**src/gpbe_pkg.sv**
```systemverilog
// Package for the gamepad report to button event decoder.
// Holds the report and event transaction types, button codes and event slot table.
// No dependencies.
package gpbe_pkg;

  // Pad bytes compared for change detection (X, Y, Z1, Z2, Rz)
  localparam int unsigned PAD_BYTES = 5;
  localparam logic [6:0]  HAT_LEN   = 7'd6;

  // Button codes
  localparam logic [3:0] CODE_UP     = 4'd0;
  localparam logic [3:0] CODE_DOWN   = 4'd1;
  localparam logic [3:0] CODE_LEFT   = 4'd2;
  localparam logic [3:0] CODE_RIGHT  = 4'd3;
  localparam logic [3:0] CODE_H1     = 4'd4;
  localparam logic [3:0] CODE_H2     = 4'd5;
  localparam logic [3:0] CODE_H3     = 4'd6;
  localparam logic [3:0] CODE_L1     = 4'd7;
  localparam logic [3:0] CODE_L2     = 4'd8;
  localparam logic [3:0] CODE_L3     = 4'd9;
  localparam logic [3:0] CODE_MENU   = 4'd10;
  localparam logic [3:0] CODE_START  = 4'd11;
  localparam logic [3:0] CODE_SELECT = 4'd12;

  // Axis values that produce events
  localparam logic [7:0] AXIS_LOW    = 8'h00;
  localparam logic [7:0] AXIS_HIGH   = 8'hFF;
  localparam logic [7:0] AXIS_CENTRE = 8'h80;

  // Reset values of the stored report state
  localparam logic [7:0] PAD_RESET  = 8'h0D;
  localparam logic [7:0] AXIS_RESET = 8'hFF;
  localparam logic [7:0] HAT_RESET  = 8'hDE;
  localparam logic [7:0] HAT_MASK   = 8'h0F;

  // Event slots in emission order:
  // X bits 0-5 and 7, Y bits 0-1, horizontal pair, vertical pair, four hat directions
  localparam int unsigned SLOTS = 17;
  localparam int unsigned SL_X      = 0;
  localparam int unsigned SL_Y      = 7;
  localparam int unsigned SL_HORIZ  = 9;
  localparam int unsigned SL_VERT   = 11;
  localparam int unsigned SL_HAT    = 13;

  localparam logic [3:0] SLOT_CODE [SLOTS] = '{
    CODE_H2, CODE_L2, CODE_L1, CODE_H1, CODE_H3, CODE_L3, CODE_MENU,
    CODE_START, CODE_SELECT,
    CODE_LEFT, CODE_RIGHT,
    CODE_UP, CODE_DOWN,
    CODE_UP, CODE_RIGHT, CODE_DOWN, CODE_LEFT
  };

  typedef struct packed {
    logic [6:0] report_len;
    logic [7:0] x_bits;
    logic [7:0] y_bits;
    logic [7:0] z1_axis;
    logic [7:0] z2_axis;
    logic [7:0] rz_axis;
    logic [7:0] hat_byte;
  } rpt_t;

  typedef struct packed {
    logic [3:0] button_code;
    logic       pressed;
    logic       last_event;
  } evt_t;

endpackage

```
**src/gamepad_report_to_button_events_core.sv**
```systemverilog
// Top level of the gamepad report to button event decoder.
// Depends on gpbe_pkg for the transaction types, codes and the event slot table.
//
//   channel | direction | handshake            | payload
//   rpt     | in        | rpt_valid, rpt_stall | rpt_t: length and six report bytes
//   evt     | out       | evt_valid, evt_stall | evt_t: code, pressed, last mark
//
// A report is decoded in the cycle it is accepted into a slot register of up to 17
// pending events; one event a cycle moves from there to the output register while
// evt is not stalled.
// The next report is taken while the final event of the last one moves out.
// Synchronous active-high reset clears the pending slots, the output valid and the
// stored report state. A stall on evt holds the output register and the slots.
module gamepad_report_to_button_events_core
  import gpbe_pkg::*;
(
  input  logic clk,
  input  logic rst,
  input  logic rpt_valid,
  output logic rpt_stall,
  input  rpt_t rpt,
  output logic evt_valid,
  input  logic evt_stall,
  output evt_t evt
);

  // Stored report state
  logic [7:0] prev_pad [PAD_BYTES];
  logic [7:0] prev_x;
  logic [7:0] prev_y;
  logic [7:0] prev_horiz;
  logic [7:0] prev_vert;
  logic [7:0] prev_hat;

  // Pending event slots
  logic [SLOTS-1:0] pending;
  logic [SLOTS-1:0] pending_next;
  logic [SLOTS-1:0] pressed;

  logic [SLOTS-1:0] new_en;
  logic [SLOTS-1:0] new_pressed;
  logic [SLOTS-1:0] sel;
  logic [3:0]       sel_code;
  logic             sel_pressed;

  logic       accept;
  logic       out_free;
  logic       move;
  logic       len_ok;
  logic       hat_ok;
  logic       pad_chg;
  logic       horiz_chg;
  logic       vert_chg;
  logic       hat_chg;
  logic [7:0] diff_x;
  logic [7:0] diff_y;
  logic [7:0] hat_now;
  logic [7:0] pad_now [PAD_BYTES];

  assign pad_now[0] = rpt.x_bits;
  assign pad_now[1] = rpt.y_bits;
  assign pad_now[2] = rpt.z1_axis;
  assign pad_now[3] = rpt.z2_axis;
  assign pad_now[4] = rpt.rz_axis;

  // Handshake: take a report once at most the last pending event remains and leaves now
  assign out_free  = !evt_valid || !evt_stall;
  assign move      = out_free && (pending != '0);
  assign rpt_stall = !((pending == '0) ||
                       (out_free && ((pending & (pending - 1'b1)) == '0)));
  assign accept    = rpt_valid && !rpt_stall;

  // Decode the report against the stored state
  always_comb begin
    logic same;
    same = 1'b1;
    for (int i = 0; i < PAD_BYTES; i++) begin
      if (pad_now[i] != prev_pad[i]) same = 1'b0;
    end
    len_ok    = rpt.report_len >= 7'(PAD_BYTES);
    hat_ok    = rpt.report_len >= HAT_LEN;
    pad_chg   = len_ok && !same;
    diff_x    = rpt.x_bits ^ prev_x;
    diff_y    = rpt.y_bits ^ prev_y;
    horiz_chg = pad_chg && (rpt.z2_axis != prev_horiz);
    vert_chg  = pad_chg && (rpt.rz_axis != prev_vert);
    hat_now   = rpt.hat_byte & HAT_MASK;
    hat_chg   = hat_ok && (hat_now != prev_hat);

    new_en      = '0;
    new_pressed = '0;

    // Button masks; X bit 6 and Y bits 2-7 are unmapped
    for (int b = 0; b < 6; b++) begin
      new_en[SL_X + b]      = pad_chg && diff_x[b];
      new_pressed[SL_X + b] = rpt.x_bits[b];
    end
    new_en[SL_X + 6]      = pad_chg && diff_x[7];
    new_pressed[SL_X + 6] = rpt.x_bits[7];
    for (int b = 0; b < 2; b++) begin
      new_en[SL_Y + b]      = pad_chg && diff_y[b];
      new_pressed[SL_Y + b] = rpt.y_bits[b];
    end

    // Axis pairs: only full low, full high and centre emit
    if (rpt.z2_axis == AXIS_LOW || rpt.z2_axis == AXIS_HIGH ||
        rpt.z2_axis == AXIS_CENTRE) begin
      new_en[SL_HORIZ]     = horiz_chg;
      new_en[SL_HORIZ + 1] = horiz_chg;
    end
    new_pressed[SL_HORIZ]     = rpt.z2_axis == AXIS_LOW;
    new_pressed[SL_HORIZ + 1] = rpt.z2_axis == AXIS_HIGH;
    if (rpt.rz_axis == AXIS_LOW || rpt.rz_axis == AXIS_HIGH ||
        rpt.rz_axis == AXIS_CENTRE) begin
      new_en[SL_VERT]     = vert_chg;
      new_en[SL_VERT + 1] = vert_chg;
    end
    new_pressed[SL_VERT]     = rpt.rz_axis == AXIS_LOW;
    new_pressed[SL_VERT + 1] = rpt.rz_axis == AXIS_HIGH;

    // Hat: up, right, down, left; a nibble above seven is neutral
    for (int d = 0; d < 4; d++) new_en[SL_HAT + d] = hat_chg;
    new_pressed[SL_HAT]     = hat_now == 8'd0 || hat_now == 8'd1 || hat_now == 8'd7;
    new_pressed[SL_HAT + 1] = hat_now >= 8'd1 && hat_now <= 8'd3;
    new_pressed[SL_HAT + 2] = hat_now >= 8'd3 && hat_now <= 8'd5;
    new_pressed[SL_HAT + 3] = hat_now >= 8'd5 && hat_now <= 8'd7;
  end

  // Pick the earliest pending slot
  always_comb begin
    sel         = pending & (~pending + 1'b1);
    sel_code    = '0;
    sel_pressed = 1'b0;
    for (int i = 0; i < SLOTS; i++) begin
      if (sel[i]) begin
        sel_code    = sel_code | SLOT_CODE[i];
        sel_pressed = sel_pressed | pressed[i];
      end
    end
  end

  // Load new slots on accept, else drop the slot that moved out
  always_comb begin
    pending_next = pending;
    if (accept) begin
      pending_next = new_en;
    end else if (move) begin
      pending_next = pending & ~sel;
    end
  end

  // Slot and output registers
  always_ff @(posedge clk) begin
    if (rst) begin
      pending   <= '0;
      evt_valid <= 1'b0;
    end else begin
      pending <= pending_next;
      if (out_free) evt_valid <= move;
    end
    if (accept) pressed <= new_pressed;
    if (move) begin
      evt.button_code <= sel_code;
      evt.pressed     <= sel_pressed;
      evt.last_event  <= (pending & ~sel) == '0;
    end
  end

  // Update the stored report state on each accepted report
  always_ff @(posedge clk) begin
    if (rst) begin
      for (int i = 0; i < PAD_BYTES; i++) prev_pad[i] <= PAD_RESET;
      prev_x     <= '0;
      prev_y     <= '0;
      prev_horiz <= AXIS_RESET;
      prev_vert  <= AXIS_RESET;
      prev_hat   <= HAT_RESET;
    end else if (accept) begin
      if (pad_chg) begin
        for (int i = 0; i < PAD_BYTES; i++) prev_pad[i] <= pad_now[i];
        prev_x     <= rpt.x_bits;
        prev_y     <= rpt.y_bits;
        prev_horiz <= rpt.z2_axis;
        prev_vert  <= rpt.rz_axis;
      end
      if (hat_chg) prev_hat <= hat_now;
    end
  end

endmodule

```
**config.mk**
```make
export PLATFORM = sky130hd
export DESIGN_NAME = gamepad_report_to_button_events_core
export DESIGN_NICKNAME = d
export VERILOG_FILES = /design/src/gpbe_pkg.sv /design/src/gamepad_report_to_button_events_core.sv
export SDC_FILE = /design/constraint.sdc
export NUM_CORES = 1
export LEC_CHECK = 0
export ABC_AREA = 0
export BUFFER_PORTS_ARGS = -buffer_cell sky130_fd_sc_hd__clkbuf_2
export CORE_ASPECT_RATIO = 0.8
export CORE_UTILIZATION = 35
export CTS_CLUSTER_SIZE = 24
export DETAILED_ROUTE_END_ITERATION = 8
export GPL_ROUTABILITY_DRIVEN = 0
export PLACE_DENSITY_LB_ADDON = 0.25
export SKIP_LAST_GASP = 1
export SYNTH_ARGS = -nofsm -noshare
export SYNTH_HDL_FRONTEND = slang
export SYNTH_SLANG_ARGS = --single-unit
export TNS_END_PERCENT = 20
```
**constraint.sdc**
```tcl
create_clock -name clk -period 3.8 [get_ports clk]
set_input_delay 0.57 -clock clk [delete_from_list [all_inputs] [get_ports clk]]
set_output_delay 0.57 -clock clk [all_outputs]
set_load 0.02 [all_outputs]
```
# After elaboration in Yosys (flattened, before gate mapping)

Memory sizes are Yosys's and may differ from the RTL's.
Index checks and enable logic that the tools add are counted.

RAM bits: 40
Word-level logic and storage cells: 157
Output and inout bits: 8
Bits in registers: 74
Memories: 1
Input bits: 59

Memories:

| memory   | depth | bits a word | rd ports | clocked after memory_dff | write ports | RTL line                                   | text |
|---|---|---|---|---|---|---|---|
| prev_pad | 5     | 8           | 5        | 0                        | 5           | gamepad_report_to_button_events_core.sv:28 | `logic [7:0] prev_pad [PAD_BYTES];` |

Multiplexer cells: 51
Add/sub/neg operators: 2
Order comparisons: 8
Equality and inequality tests: 14
Bitwise logic cells: 28
Reductions and logical operators: 41

Operator list:

| kind                                                           | count |
|---|---|
| != test 8 bit                                                  | 7 |
| bitwise AND 17 bit                                             | 3 |
| logical NOT 17 bit                                             | 3 |
| two-way mux 8 bit                                              | 5 |
| two-way mux 17 bit                                             | 2 |
| inverter 17 bit                                                | 2 |
| equality test 8 bit, second input constant                     | 4 |
| two-way mux 1 bit                                              | 30 |
| logical NOT 8 bit                                              | 3 |
| OR 1 bit                                                       | 21 |
| two-way mux 4 bit                                              | 5 |
| logical AND 1 bit                                              | 19 |
| adder 17 x 1 -> 17 bit, second input constant                  | 1 |
| nonzero test 17 bit                                            | 1 |
| subtractor 17 x 1 -> 17 bit, second input constant             | 1 |
| >= comparator 7 x 3 -> 1 bit, second input constant            | 2 |
| two-way mux 3 bit                                              | 4 |
| two-way mux 2 bit                                              | 5 |
| less-or-equal comparator 4 x 3 -> 1 bit, second input constant | 2 |
| logical OR 1 bit                                               | 8 |
| bitwise XOR 8 bit                                              | 1 |
| != test 4 x 7 -> 1 bit                                         | 1 |
| equality test 4 x 1 -> 1 bit, second input constant            | 1 |
| equality test 4 x 3 -> 1 bit, second input constant            | 1 |
| other kinds (8)                                                | 12 |

# Longest topological paths before layout

Gate-level depths: netlist (run 1).

Depth in word-level cells: 36
Depth in mapped cells: 11
Mapped depth without buffers: 8

# Least setup slack after synthesis (run 1)

No wires, ideal clock.

Path kind: reg-to-reg
Start point: reg pending[4]
End point: mem prev_pad[0][0], enable pin
Setup slack: 542 ps
Period minus slack after synthesis: 3258 ps
Path buffers: 2
Setup time: 398 ps
Arrival: 2860 ps
Data required time: 3402 ps
Cell stages (with the launch flop): 11
Cell sequence: dfxtp_1 -> buf_4 -> nor4_4 -> nand4_1 -> a222oi_1 -> and2_2 -> a32oi_4 -> inv_2 -> buf_6 -> nand2_1 -> nand2_1

RTL lines:

| what                   | RTL line                                    | text |
|---|---|---|
| start, declared        | gamepad_report_to_button_events_core.sv:36  | `logic [SLOTS-1:0] pending;` |
| start signal, assigned | gamepad_report_to_button_events_core.sv:158 | `pending <= pending_next;` |
| end, declared          | gamepad_report_to_button_events_core.sv:28  |  |

==> impl_metrics.py, run 1 <==
metrics = {
    "timing": {
        "worst_slew_pin_slew_ps": 737,
        "fin_tns_setup_ps": 0,
        "slew_violations": 0,
        "fmax_ghz": 0.303,
        "period_needed_ps": 3300,
        "hold_viol": 0,
        "setup_viol": 0,
        "fin_hold_ws_ps": 487,
        "timing.slew.headroom_pct": 50.4,
        "rsz0062_at_grt": "no",
        "fin_skew_ps": 6.41,
        "min_period_over_period_pct": 86.8,
    },
    "route": {
        "first_pass_iters": 5,
        "antenna_left": 0,
        "wl_mm": 13.5,
        "drt-initial-drc-count": 339,
        "via_per_inst": 5.33,
        "routedWlPerCell_um": 17.0,
        "drc_errors": 0,
        "vias": 4220,
    },
    "global_routing": {
        "grt_max_degree": 45,
        "overflow": 0,
        "grt_pass1_wl_mm": 21.8,
        "grt_pass1_vias": 4073,
        "antenna_found_initial": 0,
        "grt_util_all_layers_pct": 17.4,
    },
    "placed_design": {
        "dpl.cell_count": 776,
        "numPortBuffers": 62,
        "hpwlAfterDp_mm": 9.56,
    },
    "clock_network": {
        "clkSinkCount": 111,
        "cts.htree.levels": 3,
        "insertion_delay_ps": 350,
        "path_clk_slew_ps": 70,
        "cts_buffers": 9,
        "clockBufferDepth": 2,
        "cts_tree": "built",
        "post_cts_buffers": 0,
        "ctsResizeCount": 0,
        "root_buffer": "clkbuf_16",
        "cts_hold_buf": 0,
    },
    "power_and_ir_drop": {
        "p_int_uw": 3670,
        "p_sw_share_pct": 41.5,
        "leakagePower_uw": 0.00219,
        "switchingPower_uw": 2600,
        "power.density_nw_per_um2": 981,
        "comb_power_share_pct": 45.9,
        "ir_drop_uv": 461,
        "pwr-share-clk_pct": 16.2,
        "seqPwrFrac_pct": 37.9,
    },
    "synth": {
        "synth-seq-cells": 111,
        "synth-seq-area-share_pct": 51.2,
        "synth-edff-count": 63,
        "synth_area_um2": 5570,
        "syn_inst": 531,
        "synth_flop_cell": "edfxtp_1",
        "synthArstFlopShare_pct": 0,
        "yosys_warnings": 0,
        "ys_types": 61,
        "syn-num-nets": 590,
        "synth.avg_cell_area_um2": 10.5,
    },
    "setup_path": {
        "critPathSlowestCell": "nor4_4",
        "worstSetupPathType": "register to register",
        "cp.depth": 9,
        "slowest_delay_ps": 550,
        "worstRegToRegCells": 9,
        "cp-start-kind": "register",
        "critPathMaxFanout": 40,
        "endpoint_kind": "register",
        "required_ps": 3790,
        "crit_chain": "nor4_4 > nand4_1 > a222oi_1 > and2_2 > a32oi_4 > inv_2 > nand2_1 > nand2_1 > buf_4",
        "critPathArrivalTime_ps": 3290,
        "cp_common_cell": "nand2_1",
        "critical_path.top_delay_family": "simple AND/OR/NAND/NOR gates",
        "crit_buf_inv": 2,
    },
    "floorplan": {
        "dieHeight_um": 115,
        "core_um2": 15300,
        "rows": 40,
        "start_util_pct": 36.5,
        "die_area_um2": 16400,
        "die_w_um": 143,
        "io_pins": 67,
    },
    "cells_and_area": {
        "utilization_pct": 41.9,
        "final_nets": 636,
        "layout.cells.non_filler": 792,
        "syn_to_final_growth_pct": 14.7,
        "fillers": 1489,
        "drive_gt1_share_pct": 18.7,
        "multi_input_area_um2": 2510,
        "ff_latch_area_um2": 2850,
        "diodes": 0,
    },
    "min_path": {
        "hold_depth": 2,
        "hp-class": "register to register",
    },
    "flow_run": {
        "drv_cap": 0,
    },
    "run_status": {
        "outcome": "complete, no violations",
    },
}
## cells in the mapped netlist, types with 2 or more instances
master	n	area (um2)
a21o_1	2	15.0
a21oi_1	42	210
a221oi_1	2	17.5
a2bb2oi_1	4	35.0
a31oi_1	4	25.0
a32oi_1	4	35.0
and2_1	27	169
buf_2	7	35.0
buf_6	4	45.0
clkbuf_1	25	93.8
dfxtp_1	48	961
edfxtp_1	63	1890
inv_1	8	30.0
nand2_1	15	56.3
nand2b_1	16	100
nand3_1	17	85.1
nand4_1	22	138
nor2_1	23	86.3
nor2b_1	3	18.8
nor3_1	18	90.1
nor4_1	8	50.1
nor4_2	3	37.5
nor4_4	2	42.5
o211ai_1	7	52.6
o21ai_0	23	115
o21ai_1	11	55.1
o21bai_1	2	15.0
o221ai_1	2	17.5
o22ai_1	3	18.8
o311ai_0	4	35.0
o31ai_1	7	52.6
o31ai_2	4	50.1
or2_2	2	12.5
or3_1	2	12.5
or4_1	4	30.0
xnor2_1	66	578
xor2_1	3	26.3
## cell families (layout without fill, tap and decap cells)
kind of cell / count (synthesis) / in the layout / share of synthesized area, %
buf+inv: 47 / 98 / 3.93
flops: 111 / 111 / 51.2
simple gates: 169 / 169 / 17.8
xor+xnor: 69 / 69 / 10.8
fa+ha+maj: 1 / 1 / 0.180
compound gates: 132 / 132 / 15.6
mux: 2 / 2 / 0.382
## stage by stage
stage / instance area (um2) / total power [uW] / setup WS, ps
after global routing: 6390 / 6690 / 330
final: 6390 / 6270 / 503
after global placement: 6070 / 5170 / 608
after floorplan: 5570 / 4490 / 542
after CTS: 6390 / 6290 / 539
after detailed placement: 6070 / 5260 / 564
## worst register-to-register path, cell delays in order (launching register included)
cell and delay [ps]:
dfxtp_1 470, nor4_4 550, nand4_1 240, a222oi_1 370
and2_2 230, a32oi_4 200, inv_2 140, nand2_1 130
nand2_1 100, buf_4 460
## flip-flops by register name, summed over array words and instances, names as in the netlist
register / flops
evt: 6
evt_valid: 1
pending: 17
pressed: 17
prev_hat: 5
prev_horiz: 8
prev_pad: 40
prev_vert: 8
prev_x: 7
prev_y: 2
## path summary, 6_finish.rpt
path                                                endpoint                     from  slack (ps)
worst max register to register  prev_pad[0][3]$_SDFFCE_PN1P_  pending[1]$_SDFFE_PP0P_         500
worst min register to register        prev_x[3]$_SDFFE_PP0P_   prev_x[3]$_SDFFE_PP0P_         490
worst max-delay path            prev_pad[0][3]$_SDFFCE_PN1P_  pending[1]$_SDFFE_PP0P_         500
worst min-delay path                  prev_x[3]$_SDFFE_PP0P_   prev_x[3]$_SDFFE_PP0P_         490
## cell type report
cell class	instances	area share [%]
flip-flops and latches	111	44.6
clock buffers	9	3.52
clock inverters	7	1.51
inverters	9	0.529
multi-input cells	373	39.4
repair buffers	73	6.34
well taps	210	4.11
## layer usage
metal  global-route usage (%)  wire [um]  part of all wire [%]
met1                     24.3       6700                    50
met4                     5.59        178                   1.3
met3                     4.83        740                   5.5
met2                     26.0       5880                    44
met5                        0          0                     0
## power by group through the flow
| stage | clock, uW | sequential (uW) | combinational, uW |
|---|---|---|---|
| floorplan | 0 | 2290 | 2210 |
| global placement | 0 | 2370 | 2790 |
| detailed placement | 0 | 2400 | 2860 |
| CTS | 1040 | 2380 | 2870 |
| global route | 1090 | 2430 | 3160 |
| finish | 1020 | 2380 | 2880 |
## cells in the final DEF (no fill, tap or decap), drive strengths merged, types with 5 or more instances in the layout
cell | Yosys | final
a21oi | 42 | 42
a32oi | 5 | 5
and2 | 28 | 28
buf | 13 | 11
clkbuf | 25 | 71
dfxtp | 48 | 48
edfxtp | 63 | 63
inv | 9 | 10
nand2 | 15 | 15
nand2b | 16 | 16
nand3 | 18 | 18
nand4 | 22 | 22
nor2 | 24 | 24
nor3 | 19 | 19
nor4 | 13 | 13
o211ai | 7 | 7
o21ai | 34 | 34
o31ai | 11 | 11
xnor2 | 66 | 66
Power figures use the tool's default switching activity.
==> inputs of run 2 (changes only) <==
- clock period: 3.8 -> 4 ns (I/O delays scaled with it)
==> run 2 against run 1 <==
  * Wire length fell by 3.1%
  * Worst setup slack improved by 190 ps
  * Final area fell by 0.41%
  * Via count fell by 0.47%
  * Largest cell class unchanged
==> impl_metrics.py, run 2 (synthesis gave the netlist of run 1 again) <==
metrics = {
    "cells_and_area": {
        "fillers": 1474,
        "final_common_cell": "xnor2_1",
        "final_nets": 636,
        "largestRegisters": "prev_pad (40), pending (17), pressed (17)",
        "syn_to_final_growth_pct": 14.3,
        "largest_reg_flops": 40,
        "largest_register": "prev_pad",
        "drive_gt1_share_pct": 18.7,
        "layout_common_cells": "66 x xnor2_1, 63 x edfxtp_1, 62 x clkbuf_2",
        "diodes": 0,
    },
    "global_routing": {
        "grt_max_degree": 41,
        "grt_pass1_wl_mm": 21.3,
        "overflow": 0,
        "grt_util_all_layers_pct": 17.1,
        "antenna_found_initial": 0,
        "grt_pass1_vias": 3995,
    },
    "setup_path": {
        "crit_chain": "nor4_2 > nand2_1 > o21ai_0 > and4b_1 > and2_1 > a21oi_1 > clkbuf_2",
        "critPathMaxFanout": 13,
        "endpoint_kind": "primary output",
        "critical_path.top_delay_family": "simple AND/OR/NAND/NOR gates",
        "crit_buf_inv": 1,
        "critPathSlowestCell": "nor4_2",
        "slowest_delay_ps": 490,
        "ff2ff_setup_slack_ps": 720,
        "cp-start-kind": "register",
        "critPathArrivalTime_ps": 2700,
        "worstSetupPathType": "register to primary output",
        "required_ps": 3400,
    },
    "timing": {
        "final.setup.worst_slack_ps": 696,
        "fmax_ghz": 0.303,
        "worst_slew_pin_slew_ps": 1030,
        "slew_violations": 0,
        "rsz0062_at_grt": "no",
        "fin_skew_ps": 8.06,
        "setup_viol": 0,
        "fin_tns_setup_ps": 0,
        "min_period_over_period_pct": 82.6,
        "timing.slew.headroom_pct": 31.5,
        "hold_viol": 0,
        "period_needed_ps": 3300,
    },
    "flow_run": {
        "drv_cap": 0,
    },
    "placed_design": {
        "hpwlAfterDp_mm": 9.35,
        "numPortBuffers": 62,
        "dp_slack_ps": 764,
    },
    "clock_network": {
        "cts_buffers": 9,
        "ctsResizeCount": 0,
        "path_clk_slew_ps": 70,
        "cts_tree": "built",
        "cts.htree.levels": 3,
        "clockBufferDepth": 2,
        "cts_hold_buf": 0,
        "clkSinkCount": 111,
        "root_buffer": "clkbuf_16",
        "post_cts_buffers": 0,
        "insertion_delay_ps": 360,
    },
    "route": {
        "routedWlPerCell_um": 16.5,
        "vias": 4200,
        "drt-initial-drc-count": 386,
        "drc_errors": 0,
        "wl_mm": 13.1,
        "antenna_left": 0,
        "first_pass_iters": 4,
        "via_per_inst": 5.30,
    },
    "power_and_ir_drop": {
        "power.density_nw_per_um2": 916,
        "ir_drop_uv": 376,
        "leakagePower_uw": 0.00218,
    },
    "floorplan": {
        "core_um2": 15300,
        "die_w_um": 143,
        "start_util_pct": 36.5,
        "dieHeight_um": 115,
        "rows": 40,
        "die_area_um2": 16400,
        "io_pins": 67,
    },
    "run_status": {
        "outcome": "complete, no violations",
    },
    "min_path": {
        "hp-class": "register to register",
    },
}
run 2: cell count changes in the layout (fill, tap and decap cells not counted):
cell / previous run / this run
bufinv_16: 2 / 0
clkbuf_1: 0 / 1
clkbuf_16: 9 / 10
clkinv_1: 1 / 0
clkinv_2: 0 / 1
clkinv_4: 1 / 2
clkinvlp_4: 2 / 1
inv_6: 1 / 0
inv_8: 0 / 1
run 2: stage by stage:
| step | instance area (um2) | hold slack [ps] | power, uW | util, % | instances |
|---|---|---|---|---|---|
| final | 6360 | 488 | 5830 | 41.7 | 792 |
| after global routing | 6360 | 516 | 6250 | 41.7 | 792 |
| after CTS | 6360 | 491 | 5870 | 41.7 | 792 |
| after detailed placement | 6070 | 480 | 4960 | 39.8 | 776 |
| after global placement | 6070 | 464 | 4900 | 39.8 | 776 |
| after floorplan | 5570 | 450 | 4270 | - | 531 |
run 2: report_power, final:
part | internal, uW | switching [uW] | total, uW
clock | 467 | 419 | 886
combinational | 1020 | 1680 | 2690
sequential | 1900 | 349 | 2250
run 2: layer usage:
layer / global-route usage (%) / vias to the layer above / wire length (um)
li1: - / 2058 / -
met1: 23.9 / 2027 / 6510
met2: 26.0 / 99 / 5820
met3: 3.83 / 16 / 582
met4: 5.66 / 0 / 163
met5: 0 / - / 0
run 2: path summary, 6_finish.rpt:
kind / start / endpoint / depth (start not counted)
setup / recovery: pending[4]$_SDFFE_PP0P_ / rpt_stall / 7
hold / removal: prev_hat[0]$_SDFFE_PP0P_ / prev_hat[0]$_SDFFE_PP0P_ / 2
hold reg to reg: prev_hat[0]$_SDFFE_PP0P_ / prev_hat[0]$_SDFFE_PP0P_ / 2
setup reg to reg: pending[4]$_SDFFE_PP0P_ / pending[6]$_SDFFE_PP0P_ / 9
run 2: final cells by class:
type                       count  area, um2  area share (%)
timing repair buffer          73        405            6.37
clock buffer                  11        254            3.99
sequential                   111       2850            44.8
clock inverter                 5       41.3           0.649
tap                          210        263            4.13
inverter                       9       33.8           0.531
multi-input combinational    373       2510            39.5
run 2: worst reg2reg max path, stage by stage (launching register included):
cell and delay (ps):
dfxtp_1 430, nor4_2 500, nand2_1 390, o21ai_0 330, and4b_1 310, a32oi_4 270
inv_2 150, buf_4 220, nand3_4 240, o31ai_1 360
==> inputs of run 3 (changes only) <==
- ABC_AREA: 0 -> 1
- clock period: 4 -> 2.6 ns (I/O delays scaled with it)
==> run 3 against run 2 <==
  * Final cell count increased by 25%
  * Largest cell class unchanged
  * Synthesized area grew 4.2%
  * Combinational power rose by 110%
  * Sequential power increased by 45%
  * Worst setup slack lost 670 ps
  * Sequential share of layout area decreased by 4.4 points
  * Hold slack got worse by 210 ps
==> impl_metrics.py, run 3 <==
metrics = {
    "run_status": {
        "outcome": "complete, no violations",
    },
    "global_routing": {
        "grt_pass1_vias": 4655,
        "overflow": 0,
        "antenna_found_initial": 0,
        "grt_max_degree": 41,
        "grt_pass1_wl_mm": 23.7,
        "grt_util_all_layers_pct": 18.1,
    },
    "synth": {
        "synth.avg_cell_area_um2": 8.40,
        "synthMuxAreaShare_pct": 0.172,
        "synth-seq-cells": 111,
        "synth_area_leader_cell": "edfxtp_1",
        "ys_types": 39,
        "syn_inst": 691,
        "synth_flop_cell": "edfxtp_1",
        "yosys_warnings": 0,
        "synthTopCellsByCount": "146 x nand2_1, 78 x inv_1, 67 x nor2_1",
        "synth_xor_area_share_pct": 8.75,
        "synthTopCellsByArea": "edfxtp_1 33%, dfxtp_1 17%, nand2_1 9.4%",
        "syn-num-nets": 750,
        "synth.most_common_cell": "nand2_1",
        "synthAdderAreaFrac_pct": 0,
        "synth-compound-area-share_pct": 4.91,
        "synth-seq-area-share_pct": 49.1,
        "synth-edff-count": 63,
        "synth-simple-area-share_pct": 29.4,
        "synthArstFlopShare_pct": 0,
        "synth_area_um2": 5810,
        "netlist.area_leader.share_pct": 32.6,
        "synth_top_family_by_area": "simple AND/OR/NAND/NOR gates",
    },
    "floorplan": {
        "die_area_um2": 17100,
        "die_w_um": 146,
        "start_util_pct": 36.3,
        "core_um2": 16000,
        "rows": 41,
        "io_pins": 67,
        "dieHeight_um": 117,
    },
    "power_and_ir_drop": {
        "power_uw": 10200,
        "leakagePower_uw": 0.00304,
        "power.density_nw_per_um2": 1430,
        "ir_drop_uv": 569,
    },
    "cells_and_area": {
        "layout_common_cells": "139 x nand2_1, 78 x inv_1, 63 x edfxtp_1",
        "syn_to_final_growth_pct": 22.0,
        "largest_reg_flops": 40,
        "diodes": 0,
        "final_common_cell": "nand2_1",
        "final_nets": 831,
        "fillers": 1607,
        "ff_latch_area_um2": 2860,
        "drive_gt1_share_pct": 23.2,
        "largest_register": "prev_pad",
        "multi_input_area_um2": 2630,
        "largestRegisters": "prev_pad (40), pending (17), pressed (17)",
        "final_cell_area_um2": 7080,
    },
    "timing": {
        "final.setup.worst_slack_ps": 30.0,
        "min_period_over_period_pct": 98.8,
        "timing.slew.headroom_pct": 47.5,
        "setup_viol": 0,
        "period_needed_ps": 2570,
        "worst_slew_pin_slew_ps": 786,
        "rsz0062_at_grt": "yes",
        "fin_skew_ps": 7.86,
        "slew_violations": 0,
        "fin_tns_setup_ps": 0,
        "fmax_ghz": 0.389,
        "hold_viol": 0,
    },
    "route": {
        "via_per_inst": 4.98,
        "wl_mm": 14.8,
        "drc_errors": 0,
        "drt-initial-drc-count": 339,
        "antenna_left": 0,
        "routedWlPerCell_um": 15.0,
        "first_pass_iters": 5,
        "vias": 4945,
    },
    "setup_path": {
        "cp-start-kind": "register",
        "crit_path_end": "prev_pad[0][31]$_SDFFCE_PN0P_",
        "critPathArrivalTime_ps": 2660,
        "reg2reg_from": "pending[0]$_SDFFE_PP0P_",
        "slowest_delay_ps": 340,
        "cp.depth": 18,
        "critical_path.top_delay_family": "simple AND/OR/NAND/NOR gates",
        "critPathSlowestCell": "dfxtp_2",
        "r2r-end": "prev_pad[0][31]$_SDFFCE_PN0P_",
        "endpoint_kind": "register",
        "crit_chain": "nor2_4 > buf_6 > nand2_8 > nor2_4 > nand2_2 > nand2_1 > nand2_1 > inv_2 > nand2_2 > nor2_4 > nand3_4 > nand2_8 > buf_6 > nand3_4 > buf_12 > nand2_8 > buf_6 > buf_4",
        "crit_buf_inv": 6,
        "cp-startpoint": "pending[0]$_SDFFE_PP0P_",
        "worstSetupPathType": "register to register",
        "required_ps": 2690,
        "ff2ff_setup_slack_ps": 30,
        "worstRegToRegCells": 18,
        "critPathMaxFanout": 7,
    },
    "clock_network": {
        "insertion_delay_ps": 370,
        "clockBufferDepth": 2,
        "clkSinkCount": 111,
        "cts_tree": "built",
        "path_clk_slew_ps": 70,
        "cts.htree.levels": 3,
        "cts_hold_buf": 0,
        "root_buffer": "clkbuf_16",
        "cts_buffers": 9,
    },
    "placed_design": {
        "dp_slack_ps": 40.4,
        "dpl_cell_area_um2": 6420,
        "numPortBuffers": 62,
        "hpwlAfterDp_mm": 10.5,
    },
    "min_path": {
        "hp-class": "input pin to register",
    },
    "flow_run": {
        "drv_cap": 0,
    },
}
==> run 3: cell count changes in the layout (fill, tap and decap cells not counted), moves of 15 or more <==
cell,delta
nor3_1,-15
nand3_1,+27
buf_4,+17
nor2_1,+35
o21ai_0,-16
and2_1,-26
nor2_2,+27
xor2_1,+27
inv_1,+70
nand2_1,+124
xnor2_1,-38
nand4_1,+31
nand2b_1,-16
==> run 3: kinds of logic (layout without fill, tap and decap cells) <==
kind of cell	after synthesis	count (layout)
flip-flops	111	111
buffers and inverters	111	197
multiplexers	1	1
AO/OA/AOI/OAI	51	51
XOR/XNOR	58	58
AND/OR/NAND/NOR	359	359
==> run 3: final cells by class <==
type | instances | share of cell area (%)
flip-flops and latches | 111 | 40.4
multi-input cells | 469 | 37.2
repair buffers | 101 | 10.2
inverters | 80 | 4.31
clock buffers | 13 | 3.82
well taps | 215 | 3.80
clock inverters | 3 | 0.247
==> run 3: how the worst min path moves through the flow <==
stage	slack, ps	to	start	cells after the start
2_1_floorplan	420	prev_hat[6]$_SDFFE_PP1P_	prev_hat[6]$_SDFFE_PP1P_	2
3_3_place_gp	440	prev_hat[6]$_SDFFE_PP1P_	prev_hat[6]$_SDFFE_PP1P_	2
3_5_place_dp	440	prev_hat[6]$_SDFFE_PP1P_	prev_hat[6]$_SDFFE_PP1P_	2
4_1_cts	270	pressed[1]$_DFFE_PP_	rpt[41]	1
5_1_grt	270	pressed[1]$_DFFE_PP_	rpt[41]	1
6_report	280	pressed[1]$_DFFE_PP_	rpt[41]	1
==> run 3: per-stage QoR <==
step                utilization, %  instances  hold slack [ps]
finish                        44.2        992              280
global route                  44.2        992              272
global placement              40.1        953              436
CTS                           42.4        975              267
floorplan                        -        691              419
detailed placement            40.1        953              442
==> run 3: power by group <==
part           switching, uW  leakage, uW  internal [uW]  total, uW
combinational           3320      0.00191           2210       5520
sequential               445     0.000992           2830       3270
clock                    637     0.000142            726       1360
total                   4400      0.00304           5760      10200
==> run 3: per-layer routing <==
| layer | GRT usage [%] | up-vias | share of wire [%] |
|---|---|---|---|
| li1 | - | 2448 | - |
| met1 | 24.4 | 2341 | 49 |
| met2 | 29.3 | 137 | 45 |
| met3 | 3.33 | 19 | 4.9 |
| met4 | 6.67 | 0 | 1.8 |
| met5 | 0 | - | 0 |
==> run 3: what timing repair did <==
| action | in CTS | in global routing |
|---|---|---|
| setup buffers | 7 | 14 |
| endpoints found under the setup margin | 1 | 135 |
| resized for setup | 6 | 42 |
| cloned | 0 | 3 |
| pin swaps | 6 | 12 |
